--- src/design/hsdo_pkg.sv ---
`default_nettype none
package hsdo_pkg;

  localparam int MODE_W   = 2;
  localparam int ENTRY_W  = 32;
  localparam int STATUS_W = 2;
  localparam int CFG_W    = 5;

  localparam logic [MODE_W-1:0] MODE_PUSH = 2'd0;
  localparam logic [MODE_W-1:0] MODE_POP  = 2'd1;
  localparam logic [MODE_W-1:0] MODE_DUMP = 2'd2;

  localparam logic [STATUS_W-1:0] ST_OK    = 2'd0;
  localparam logic [STATUS_W-1:0] ST_EMPTY = 2'd1;
  localparam logic [STATUS_W-1:0] ST_EVICT = 2'd2;

  localparam logic [CFG_W-1:0] CAP_RESET = 5'd16;

  typedef struct packed {
    logic accept;
    logic emit;
  } ctrl_cmd_t;

  typedef struct packed {
    logic item_ok;
    logic dump_more;
    logic out_free;
  } ctrl_stat_t;

endpackage
`default_nettype wire

--- src/design/hsdo_channels.sv ---
`default_nettype none
interface hsdo_item_if;
  logic                           valid;
  logic                           ready;
  logic [hsdo_pkg::MODE_W-1:0]    mode;
  logic [hsdo_pkg::ENTRY_W-1:0]   entry;

  modport source (output valid, mode, entry, input ready);
  modport sink   (input valid, mode, entry, output ready);
endinterface

interface hsdo_result_if #(
  parameter int PW = 5
);
  logic                           valid;
  logic                           ready;
  logic [hsdo_pkg::STATUS_W-1:0]  status;
  logic [hsdo_pkg::ENTRY_W-1:0]   value;
  logic [PW-1:0]                  position;
  logic                           last;

  modport source (output valid, status, value, position, last, input ready);
  modport sink   (input valid, status, value, position, last, output ready);
endinterface
`default_nettype wire

--- src/design/history_stack_drop_oldest_core.sv ---
`default_nettype none
// Bounded history stack of 32-bit entries held in a DEPTH-slot ring memory. A push stores
// the entry on top; when the count has reached the capacity register (0 acts as 1, values
// above DEPTH act as DEPTH) the oldest entry is dropped and returned with status 2. A pop
// returns the newest entry, a dump returns all entries newest first with their index from
// the oldest, last set on index 0; pop or dump of an empty stack gives one result with
// status 1. Mode 3 is taken and ignored. The entry memory has a registered read port, so each
// item first issues its read and then emits its results in turn, each as the output register
// is free. The next item is taken once the last result is in the output register, even if
// that result is stalled.
module history_stack_drop_oldest_core #(
  parameter int DEPTH = 16
) (
  input  wire logic                       clk,
  input  wire logic                       rst,
  input  wire logic                       cfg_we,
  input  wire logic [hsdo_pkg::CFG_W-1:0] cfg_data,
  hsdo_item_if.sink                       item,
  hsdo_result_if.source                   result
);

  localparam int CW = $clog2(DEPTH + 1);

  hsdo_pkg::ctrl_cmd_t  cmd;
  hsdo_pkg::ctrl_stat_t st;
  logic                 in_ready;
  logic                 out_valid;
  logic [CW-1:0]        out_position;

  hsdo_ctrl u_ctrl (
    .clk      (clk),
    .rst      (rst),
    .in_valid (item.valid),
    .in_ready (in_ready),
    .st       (st),
    .cmd      (cmd)
  );

  hsdo_datapath #(
    .DEPTH (DEPTH),
    .CW    (CW)
  ) u_datapath (
    .clk          (clk),
    .rst          (rst),
    .cfg_we       (cfg_we),
    .cfg_data     (cfg_data),
    .mode         (item.mode),
    .entry        (item.entry),
    .cmd          (cmd),
    .st           (st),
    .out_valid    (out_valid),
    .out_ready    (result.ready),
    .out_status   (result.status),
    .out_value    (result.value),
    .out_position (out_position),
    .out_last     (result.last)
  );

  assign item.ready      = in_ready;
  assign result.valid    = out_valid;
  assign result.position = out_position;

endmodule
`default_nettype wire

--- src/design/hsdo_ctrl.sv ---
`default_nettype none
module hsdo_ctrl (
  input  wire logic                 clk,
  input  wire logic                 rst,
  input  wire logic                 in_valid,
  output logic                      in_ready,
  input  wire hsdo_pkg::ctrl_stat_t st,
  output hsdo_pkg::ctrl_cmd_t       cmd
);

  typedef enum logic {S_IDLE, S_EXEC} state_t;

  state_t state;
  state_t state_next;

  always_comb begin
    cmd        = '0;
    state_next = state;
    case (state)
      S_IDLE: begin
        if (in_valid && st.item_ok) begin
          cmd.accept = 1'b1;
          state_next = S_EXEC;
        end
      end
      S_EXEC: begin
        if (st.out_free) begin
          cmd.emit = 1'b1;
          if (!st.dump_more) begin
            state_next = S_IDLE;
          end
        end
      end
      default: state_next = S_IDLE;
    endcase
  end

  always_ff @(posedge clk) begin
    if (rst) begin
      state    <= S_IDLE;
      in_ready <= 1'b1;
    end else begin
      state    <= state_next;
      in_ready <= (state_next == S_IDLE);
    end
  end

  a_emit_only_exec: assert property (@(posedge clk) disable iff (rst)
    cmd.emit |-> state == S_EXEC)
    else $error("emit outside execute state");

  a_no_accept_busy: assert property (@(posedge clk) disable iff (rst)
    state == S_EXEC |-> !in_ready)
    else $error("input ready while item in progress");

  a_accept_then_exec: assert property (@(posedge clk) disable iff (rst)
    cmd.accept |=> state == S_EXEC)
    else $error("accepted item did not start execution");

endmodule
`default_nettype wire

--- src/design/hsdo_datapath.sv ---
`default_nettype none
module hsdo_datapath #(
  parameter int DEPTH = 16,
  parameter int CW    = 5
) (
  input  wire logic                              clk,
  input  wire logic                              rst,
  input  wire logic                              cfg_we,
  input  wire logic [hsdo_pkg::CFG_W-1:0]        cfg_data,
  input  wire logic [hsdo_pkg::MODE_W-1:0]       mode,
  input  wire logic [hsdo_pkg::ENTRY_W-1:0]      entry,
  input  wire hsdo_pkg::ctrl_cmd_t               cmd,
  output hsdo_pkg::ctrl_stat_t                   st,
  output logic                                   out_valid,
  input  wire logic                              out_ready,
  output logic [hsdo_pkg::STATUS_W-1:0]          out_status,
  output logic [hsdo_pkg::ENTRY_W-1:0]           out_value,
  output logic [CW-1:0]                          out_position,
  output logic                                   out_last
);

  localparam int SW   = (DEPTH > 1) ? $clog2(DEPTH) : 1;
  localparam int SUMW = CW + 1;
  localparam int EW   = (CW > hsdo_pkg::CFG_W) ? CW : hsdo_pkg::CFG_W;

  logic [hsdo_pkg::ENTRY_W-1:0] mem [DEPTH];
  logic [hsdo_pkg::ENTRY_W-1:0] rd_data;

  logic [CW-1:0]                  count;
  logic [SW-1:0]                  oldest;
  logic [hsdo_pkg::CFG_W-1:0]     capacity;
  logic [hsdo_pkg::MODE_W-1:0]    op;
  logic [hsdo_pkg::ENTRY_W-1:0]   entry_q;
  logic [CW-1:0]                  idx;

  logic [EW-1:0]                  cap_eff;
  logic                           full;
  logic                           empty;
  logic [CW-1:0]                  top_off;
  logic                           rd_en;
  logic [SW-1:0]                  rd_addr;
  logic                           wr_en;
  logic [SW-1:0]                  wr_addr;
  logic                           dump_more;

  logic [hsdo_pkg::STATUS_W-1:0]  res_status;
  logic [hsdo_pkg::ENTRY_W-1:0]   res_value;
  logic [CW-1:0]                  res_position;
  logic                           res_last;
  logic [CW-1:0]                  count_next;
  logic [SW-1:0]                  oldest_next;

  function automatic logic [SW-1:0] slot(input logic [SW-1:0] base, input logic [CW-1:0] off);
    logic [SUMW-1:0] sum;
    sum = SUMW'(base) + SUMW'(off);
    if (sum >= SUMW'(DEPTH)) begin
      sum = sum - SUMW'(DEPTH);
    end
    return sum[SW-1:0];
  endfunction

  always_comb begin
    if (capacity == '0) begin
      cap_eff = EW'(1);
    end else if (EW'(capacity) > EW'(DEPTH)) begin
      cap_eff = EW'(DEPTH);
    end else begin
      cap_eff = EW'(capacity);
    end
  end

  assign empty     = (count == '0);
  assign full      = !empty && (EW'(count) >= cap_eff);
  assign top_off   = empty ? '0 : count - CW'(1);
  assign dump_more = (op == hsdo_pkg::MODE_DUMP) && !empty && (idx != '0);

  assign st.item_ok   = (mode == hsdo_pkg::MODE_PUSH) || (mode == hsdo_pkg::MODE_POP) ||
                        (mode == hsdo_pkg::MODE_DUMP);
  assign st.dump_more = dump_more;
  assign st.out_free  = !out_valid || out_ready;

  assign rd_en   = cmd.accept || (cmd.emit && dump_more);
  assign rd_addr = cmd.accept ?
                   ((mode == hsdo_pkg::MODE_PUSH) ? oldest : slot(oldest, top_off)) :
                   slot(oldest, idx - CW'(1));
  assign wr_en   = cmd.emit && (op == hsdo_pkg::MODE_PUSH);
  assign wr_addr = slot(oldest, count);

  always_comb begin
    res_status   = hsdo_pkg::ST_OK;
    res_value    = '0;
    res_position = '0;
    res_last     = 1'b1;
    count_next   = count;
    oldest_next  = oldest;
    case (op)
      hsdo_pkg::MODE_PUSH: begin
        if (full) begin
          res_status   = hsdo_pkg::ST_EVICT;
          res_value    = rd_data;
          res_position = count;
          oldest_next  = slot(oldest, CW'(1));
        end else begin
          count_next   = count + CW'(1);
          res_position = count_next;
        end
      end
      hsdo_pkg::MODE_POP: begin
        if (empty) begin
          res_status = hsdo_pkg::ST_EMPTY;
        end else begin
          res_value    = rd_data;
          count_next   = top_off;
          res_position = top_off;
        end
      end
      hsdo_pkg::MODE_DUMP: begin
        if (empty) begin
          res_status = hsdo_pkg::ST_EMPTY;
        end else begin
          res_value    = rd_data;
          res_position = idx;
          res_last     = (idx == '0);
        end
      end
      default: begin
        res_last = 1'b1;
      end
    endcase
  end

  always_ff @(posedge clk) begin
    if (wr_en) begin
      mem[wr_addr] <= entry_q;
    end
    if (rd_en) begin
      rd_data <= mem[rd_addr];
    end
  end

  always_ff @(posedge clk) begin
    if (cmd.accept) begin
      op      <= mode;
      entry_q <= entry;
      idx     <= top_off;
    end else if (cmd.emit && dump_more) begin
      idx <= idx - CW'(1);
    end
    if (cmd.emit) begin
      out_status   <= res_status;
      out_value    <= res_value;
      out_position <= res_position;
      out_last     <= res_last;
    end
  end

  always_ff @(posedge clk) begin
    if (rst) begin
      count     <= '0;
      oldest    <= '0;
      capacity  <= hsdo_pkg::CAP_RESET;
      out_valid <= 1'b0;
    end else begin
      if (cfg_we) begin
        capacity <= cfg_data;
      end
      if (cmd.emit) begin
        count     <= count_next;
        oldest    <= oldest_next;
        out_valid <= 1'b1;
      end else if (out_ready) begin
        out_valid <= 1'b0;
      end
    end
  end

  a_count_bound: assert property (@(posedge clk) disable iff (rst)
    count <= CW'(DEPTH))
    else $error("entry count above depth");

  a_emit_space: assert property (@(posedge clk) disable iff (rst)
    cmd.emit |-> (!out_valid || out_ready))
    else $error("result overwritten before transfer");

  a_push_grows: assert property (@(posedge clk) disable iff (rst)
    cmd.emit && op == hsdo_pkg::MODE_PUSH && !full |=> count == $past(count) + CW'(1))
    else $error("push without eviction did not grow count");

  a_pop_shrinks: assert property (@(posedge clk) disable iff (rst)
    cmd.emit && op == hsdo_pkg::MODE_POP && !empty
      |=> count == $past(count) - CW'(1) && $stable(oldest))
    else $error("pop did not shrink count");

endmodule
`default_nettype wire

--- src/flat_wrapper.sv ---
// flat-port wrapper written by rule: the top's interface ports become plain ports
module history_stack_drop_oldest_core_flat 
#(
  parameter int DEPTH = 16
)
  (clk, rst, cfg_we, cfg_data, item_valid, item_mode, item_entry, item_ready, result_valid, result_status, result_value, result_position, result_last, result_ready);
  hsdo_item_if item_i ();
  hsdo_result_if #(.PW((5))) result_i ();
  input  wire logic clk;
  input  wire logic rst;
  input  wire logic cfg_we;
  input  wire logic [hsdo_pkg::CFG_W-1:0] cfg_data;
  input wire logic [$bits(item_i.valid)-1:0] item_valid;
  input wire logic [$bits(item_i.mode)-1:0] item_mode;
  input wire logic [$bits(item_i.entry)-1:0] item_entry;
  output wire logic [$bits(item_i.ready)-1:0] item_ready;
  output wire logic [$bits(result_i.valid)-1:0] result_valid;
  output wire logic [$bits(result_i.status)-1:0] result_status;
  output wire logic [$bits(result_i.value)-1:0] result_value;
  output wire logic [$bits(result_i.position)-1:0] result_position;
  output wire logic [$bits(result_i.last)-1:0] result_last;
  input wire logic [$bits(result_i.ready)-1:0] result_ready;
  assign item_i.valid = item_valid;
  assign item_i.mode = item_mode;
  assign item_i.entry = item_entry;
  assign item_ready = item_i.ready;
  assign result_valid = result_i.valid;
  assign result_status = result_i.status;
  assign result_value = result_i.value;
  assign result_position = result_i.position;
  assign result_last = result_i.last;
  assign result_i.ready = result_ready;
  history_stack_drop_oldest_core #(.DEPTH(DEPTH)) u_core (.clk(clk), .rst(rst), .cfg_we(cfg_we), .cfg_data(cfg_data), .item(item_i), .result(result_i));
endmodule
--- config.mk ---
export PLATFORM = sky130hd
export DESIGN_NAME = history_stack_drop_oldest_core_flat
export DESIGN_NICKNAME = d
export VERILOG_FILES = /design/src/design/hsdo_pkg.sv /design/src/design/hsdo_channels.sv /design/src/design/history_stack_drop_oldest_core.sv /design/src/design/hsdo_ctrl.sv /design/src/design/hsdo_datapath.sv /design/src/flat_wrapper.sv
export SDC_FILE = /design/constraint.sdc
export NUM_CORES = 1
export LEC_CHECK = 0
export ABC_CLOCK_PERIOD_IN_PS = 4800
export BUFFER_PORTS_ARGS = -buffer_cell sky130_fd_sc_hd__buf_2
export CORE_MARGIN = 3
export CORE_UTILIZATION = 56
export CTS_CLUSTER_DIAMETER = 200
export CTS_CLUSTER_SIZE = 10
export DETAILED_ROUTE_END_ITERATION = 6
export GPL_TIMING_DRIVEN = 0
export PLACE_DENSITY = 0.84
export RECOVER_POWER = 25
export SETUP_SLACK_MARGIN = 0.2
export SLEW_MARGIN = 20
export SYNTH_ARGS = -nofsm -noshare
export SYNTH_HDL_FRONTEND = slang
export SYNTH_HIERARCHICAL = 1
export SYNTH_SLANG_ARGS = --single-unit
--- constraint.sdc ---
create_clock -name clk -period 4.8 [get_ports clk]
set_clock_uncertainty 0.05 [all_clocks]
set_input_delay 0.48 -clock clk [delete_from_list [all_inputs] [get_ports clk]]
set_output_delay 0.48 -clock clk [all_outputs]
set_load 0.03 [all_outputs]
# ---- Yosys cells after proc, flatten, opt, wreduce, memory -nomap -nowiden
# Memories as Yosys holds them, arrays and structs flattened. A register that Yosys moved wholly into a read port is not among the register bits.
# Cells that the tools add are included.
dict set report totals {
  reg_bits 96
  ram_bits 512
  output_inout_bits 42
  elab_cells 98
  mem_count 1
}
# memory words width read_ports rd_clocked_by_memory_dff wr line_no
set mem_list {}
lappend mem_list {u_core.u_datapath.mem 16 32 1 1 1 hsdo_datapath.sv:26} ;# logic [hsdo_pkg::ENTRY_W-1:0] mem [DEPTH];
dict set report classes {
  n_addsub 11
  order_cmp 6
  eq_ne 5
  muxes 34
  bitwise 3
  reduce_logical 25
}
# cell n
set ops {}
lappend ops {{32-bit 2-to-1 mux} 2}
lappend ops {{32-bit case mux with 2 select lines} 1}
lappend ops {{5-bit 2-to-1 mux} 9}
lappend ops {{4-bit 2-to-1 mux} 6}
lappend ops {{4-bit by 5-bit adder with 6-bit output} 3}
lappend ops {{6-bit by 5-bit >= comparator with 1-bit output (second input constant)} 3}
lappend ops {{4-bit by 1-bit subtractor with 4-bit output (second input constant)} 4}
lappend ops {{5-bit zero test} 3}
lappend ops {{5-bit case mux with 3 select lines} 1}
lappend ops {{1-bit 2-to-1 mux} 11}
lappend ops {{5-bit case mux with 2 select lines} 1}
lappend ops {{5-bit by 1-bit subtractor with 5-bit output (second input constant)} 2}
lappend ops {{1-bit logical AND} 6}
lappend ops {{3-bit AND reduction} 2}
lappend ops {{2-bit nonzero test} 3}
lappend ops {{4-bit by 1-bit adder with 5-bit output (second input constant)} 1}
lappend ops {{5-bit by 1-bit adder with 5-bit output (second input constant)} 1}
lappend ops {{5-bit >= comparator} 1}
lappend ops {{5-bit >= comparator (second input constant)} 1}
lappend ops {{5-bit greater-than comparator (second input constant)} 1}
lappend ops {{5-bit nonzero test} 1}
lappend ops {{2-bit by 1-bit equality test with 1-bit output (second input constant)} 2}
lappend ops {{2-bit equality test (second input constant)} 2}
lappend ops {{2-bit zero test} 2}
lappend ops {{other kinds (8)} 15}

# ---- Depth between registers and ports, before layout
dict set report depth {
  word_depth 8
  depth_mapped 15
}

# ---- Hierarchy
# The synthesis kept the hierarchy.
# mod instances cells_per_inst area_per_inst_um2 seq_area_each_um2
set modules_own_cells {}
lappend modules_own_cells {hsdo_datapath 1 1574 25283.0 19008.2}
lappend modules_own_cells {hsdo_ctrl 1 9 86.3 40.0}

# ---- Least setup slack after synthesis
# No wires, ideal clock.
dict set report synth_path {
  kind {input-to-reg}
  from {input item_mode[0]}
  to {register u_core/u_datapath/rd_data[25] in the netlist's numbering, read port of u_core.u_datapath.mem (data pin)}
  arrival_time_ps 3803
  path_slack_ps 682
  cell_stages 10
  path_buffers 3
  path_cell_list {nand2_1 nand2_1 nor2_1 clkbuf_1 a31o_2 buf_2 buf_1 mux2_2 o221ai_1 mux2i_1}
}
# item line_no
set synth_rtl {}
lappend synth_rtl {{from (decl)} flat_wrapper.sv:14} ;# input wire logic [$bits(item_i.mode)-1:0] item_mode;
lappend synth_rtl {{to (decl)} hsdo_datapath.sv:27} ;# logic [hsdo_pkg::ENTRY_W-1:0] rd_data;

# ---- Worst setup path in the final report
dict set report layout_path {
  from {register u_core.u_datapath.count[0]}
  to {register u_core/u_datapath/rd_data[9] in the netlist's numbering, read port of u_core.u_datapath.mem (data pin)}
}
dict set report layout_via {
  elab_chain_len 7
}
# item line_no
set layout_lines {}
lappend layout_lines {{from (decl)} hsdo_datapath.sv:29} ;# logic [CW-1:0] count;
lappend layout_lines {{from (signal assigned)} hsdo_datapath.sv:168} ;# count <= count_next;
lappend layout_lines {{5-bit by 1-bit subtractor with 5-bit output / 5-bit zero test (equally long branches)} {hsdo_datapath.sv:74, hsdo_datapath.sv:72}}
lappend layout_lines {{5-bit 2-to-1 mux} hsdo_datapath.sv:74} ;# assign top_off = empty ? '0 : count - CW'(1);
lappend layout_lines {{4-bit by 5-bit adder with 6-bit output} hsdo_datapath.sv:55} ;# sum = SUMW'(base) + SUMW'(off);
lappend layout_lines {{6-bit by 5-bit >= comparator with 1-bit output / 4-bit by 1-bit subtractor with 4-bit output (equally long branches)} {hsdo_datapath.sv:56, hsdo_datapath.sv:57}}
lappend layout_lines {{4-bit 2-to-1 mux} hsdo_datapath.sv:56} ;# if (sum >= SUMW'(DEPTH)) begin
lappend layout_lines {{4-bit 2-to-1 mux} hsdo_datapath.sv:84} ;# ((mode == hsdo_pkg::MODE_PUSH) ? oldest : slot(oldest, top_off)) :
lappend layout_lines {{4-bit 2-to-1 mux} hsdo_datapath.sv:83} ;# assign rd_addr = cmd.accept ?
# Parallel ways exist; a longest one is shown, timed or not.
# A chain may end at the register's enable or synchronous reset.

==> impl_metrics.tcl <==
set metrics [dict create \
    status "completed" \
    slowest_stage "o211ai_1" \
    r2r_cells 14 \
    globalplace.congestion 0.858 \
    peakVddDrop_v 0.000273 \
    combinationalPowerShare_pct 15.7 \
    grt.overflow.total 0 \
    clk_latency_ns 0.59 \
    synth-xor-area-share_pct 0.547 \
    reg2reg_from "u_core/u_datapath/count[0]$_SDFFE_PP0P_" \
    p_seq_share_pct 48.6 \
    clk_pin_slew_ns 0.06 \
    arrival_ns 4.69 \
    worst_pin_slew_ns 1.20 \
    power.density_nw_per_um2 453 \
    whs_ns 0.0214 \
    die_w_microns 219 \
    min_to "u_core/u_datapath/entry_q[2]$_DFFE_PP_" \
    fmax_ghz 0.225 \
    drc 0 \
    finalSetupViolCount 0 \
    hold_viol_final 0 \
    cts_tree "done" \
    synthCells 1583 \
    antenna_found_initial 0 \
    syn-num-nets 1653 \
    rrSetupSlack_ns 0.36 \
    port_buffers 84 \
    ys_seq_elements 640 \
    die_y_microns 219 \
    synth_adder_area_share_pct 1.37 \
    core-area_sq_um 44500 \
    ioPinCount 86 \
    period_share_pct 92.4 \
    cp_cell_sequence "inv_1 > ha_1 > nor4b_4 > nor2_1 > ha_1 > inv_1 > fa_1 > xor2_1 > o211ai_1 > and2_1 > nand2_1 > clkbuf_1 > o221ai_1 > mux2i_1" \
    synth_top_family_by_area "multiplexers" \
    cpPeakStageDelay_ns 0.48 \
    cp-start-kind "flop" \
    yosysWarnings 6 \
    critPathRequiredTime_ns 5.05 \
    clk_path_buf_depth 3 \
    vias_per_cell 6.44 \
    synthMuxAreaShare_pct 8.26 \
    clkPwrFrac_pct 35.8 \
    hold_start "item_entry[2]" \
    crit_type "reg2reg" \
    initial_core_util_pct 57.0 \
    dr.pass1.iters 7 \
    hold_depth 1 \
    die-area_sq_um 47900 \
    cap_violations 0 \
    wire_per_inst_microns 26.6 \
    tns_ns 0 \
    stdcell_area_sq_um 29300 \
    postSynth.asyncResetShare_pct 0 \
    synth_compound_area_share_pct 6.16 \
    relSlewSlack_pct 19.4 \
    placed_area_sq_um 27100 \
    synthSimpleGateAreaFrac_pct 6.84 \
    finalCriticalPeriod_ns 4.44 \
    synth_edf_count 623 \
    initialDrtViolationCount 2136 \
    core.rowCount 77 \
    grt_max_degree 48 \
    finalCoreUtilization_pct 65.8 \
    grt_pass1_vias 15600 \
    layout-drive-gt1-share_pct 18.0 \
    maxSlewViolCount 0 \
    via_count 15300 \
    syn_area_sq_um 25400 \
    numCtsBuffers 73 \
    cp-end-kind "flop" \
    seq_area_frac_synth_pct 75.1 \
    totalPowerFinal_mw 13.3 \
    place_hpwl_microns 39000 \
    antenna_left 0 \
    root_buffer "clkbuf_16" \
    track_usage_pct 26.4 \
    p_sw_mw 3.47 \
    hp-class "in2reg" \
    synth_flop_cell "edfxtp_1" \
    detail_route.wirelength_microns 63200 \
    synth.distinct_cells 59 \
    cp_max_fo 10 \
    grt_pass1_wl_microns 93500 \
    clock-sinks 640 \
    synth_area_per_cell_sq_um 16.0 \
    rsz0062_at_grt "no" \
    nNetsFinal 1845 \
    internal_power_mw 9.80 \
    leakage_nw 10.2 \
    crit_start "u_core/u_datapath/count[0]$_SDFFE_PP0P_" \
    htreeDepth 3 \
    antenna_cells 0 \
    worstReg2RegEnd "u_core/u_datapath/rd_data[9]$_DFFE_PP_" \
    synthToLayoutAreaGrowth_pct 15.5 \
    swShare_pct 26.1 \
]
cell usage in the layout, fill, tap and decap left out, drive strengths merged, types with 4 or more instances in the layout:
cell,Yosys,routed
buf,28,128
nor2b,5,5
ha,23,23
o21ai,11,11
a31oi,7,7
mux2,66,66
dlygate4sd3,0,13
nor3b,32,32
nand2,282,282
o31ai,4,4
a32oi,34,34
nor2,37,37
a21o,7,7
or4,4,4
nand3,8,8
a21oi,20,20
o221ai,64,64
edfxtp,623,623
nor3,4,4
mux2i,135,135
xnor2,11,11
a22oi,35,35
xor2,4,4
dfxtp,17,17
or3,4,4
clkbuf,58,140
inv,21,23
state kept, by name (all words and copies together) (netlist names), 4 cells and up:
signal                          cells
u_core/u_datapath/idx               5
u_core/u_datapath/out_position      5
u_core/u_datapath/oldest            4
u_core/u_datapath/rd_data          32
u_core/u_datapath/out_value        32
u_core/u_datapath/entry_q          32
u_core/u_datapath/capacity          5
u_core/u_datapath/count             5
u_core/u_datapath/mem             512
routing by layer:
metal	track usage [%]	vias up	wire length, microns	part of all wire, %
met2	43.2	1099	30700	49
met3	6.33	177	7260	11
met5	0	-	0	0
li1	-	6462	-	-
met4	11.6	0	2410	3.8
met1	34.1	7576	22900	36
worst max-delay path: cells and delay by family, from the launching register on:
family                   cells  cell delay (ns)
adder cells (fa/ha/maj)      3             0.89
flip-flops                   1             0.45
XOR/XNOR                     1             0.18
multiplexers                 1             0.19
buffers and inverters        3             0.65
AO/OA/AOI/OAI                2             0.89
AND/OR/NAND/NOR              4             0.84
cells by family (layout without fill, tap and decap cells):
kind of cell    count (synthesis)  count (layout)
buf+inv                       107             309
fa+ha+maj                      26              26
flops                         640             640
mux                           201             201
xor+xnor                       15              15
simple gates                  394             394
compound gates                200             200
worst max-delay path by stage:
stage,to,cells past startpoint
final,u_core/u_datapath/rd_data[9]$_DFFE_PP_,14
after global routing,u_core/u_datapath/rd_data[5]$_DFFE_PP_,14
after floorplan,u_core/u_datapath/rd_data[25]$_DFFE_PP_,10
after CTS,u_core/u_datapath/rd_data[24]$_DFFE_PP_,14
after detailed placement,u_core/u_datapath/rd_data[24]$_DFFE_PP_,15
after global placement,u_core/u_datapath/rd_data[24]$_DFFE_PP_,12
power groups by stage:
| stage | clock, mW | sequential [mW] | combinational, mW |
|---|---|---|---|
| after floorplan | 0 | 6.56 | 1.23 |
| after global placement | 0 | 6.54 | 1.87 |
| after detailed placement | 0 | 6.55 | 1.97 |
| after CTS | 4.81 | 6.44 | 2.02 |
| after global routing | 5.03 | 6.46 | 2.17 |
| final | 4.75 | 6.45 | 2.08 |
repair_timing:
action                                 CTS  global route
setup endpoints to repair               32            31
endpoints found under the hold margin   13             0
buffers inserted                         2             0
hold buffers                            13             0
gates resized for setup                 16            34
pin swaps                                0             1
cell type report:
type | count | area [sq um]
sequential | 640 | 19100
fill | 2833 | 15200
multi-input combinational | 836 | 6020
clock buffer | 80 | 1870
timing repair buffer | 117 | 1050
tap | 592 | 741
buffer | 86 | 409
inverter | 21 | 78.8
clock inverter | 5 | 77.6
through the flow:
step	std cells	setup WS, ns
2_1_floorplan	1583	0.682
3_3_place_gp	2259	-2.16
3_5_place_dp	2277	-0.279
4_1_cts	2377	0.211
5_1_grt	2377	0.262
6_report	2377	0.364
cells in the mapped netlist (all sizes together), types with 17 or more instances:
master  number  share of area, %
a21oi       20              0.41
a22oi       35               1.1
a32oi       34               1.2
buf         28              0.57
clkbuf      58              0.86
dfxtp       17               1.3
edfxtp     623                74
ha          23               1.1
inv         21              0.31
mux2        66               2.9
mux2i      135               5.3
nand2      282               4.2
nor2        37              0.55
nor3b       32              0.95
o221ai      64               2.2
(Power assumes the default switching activity.)
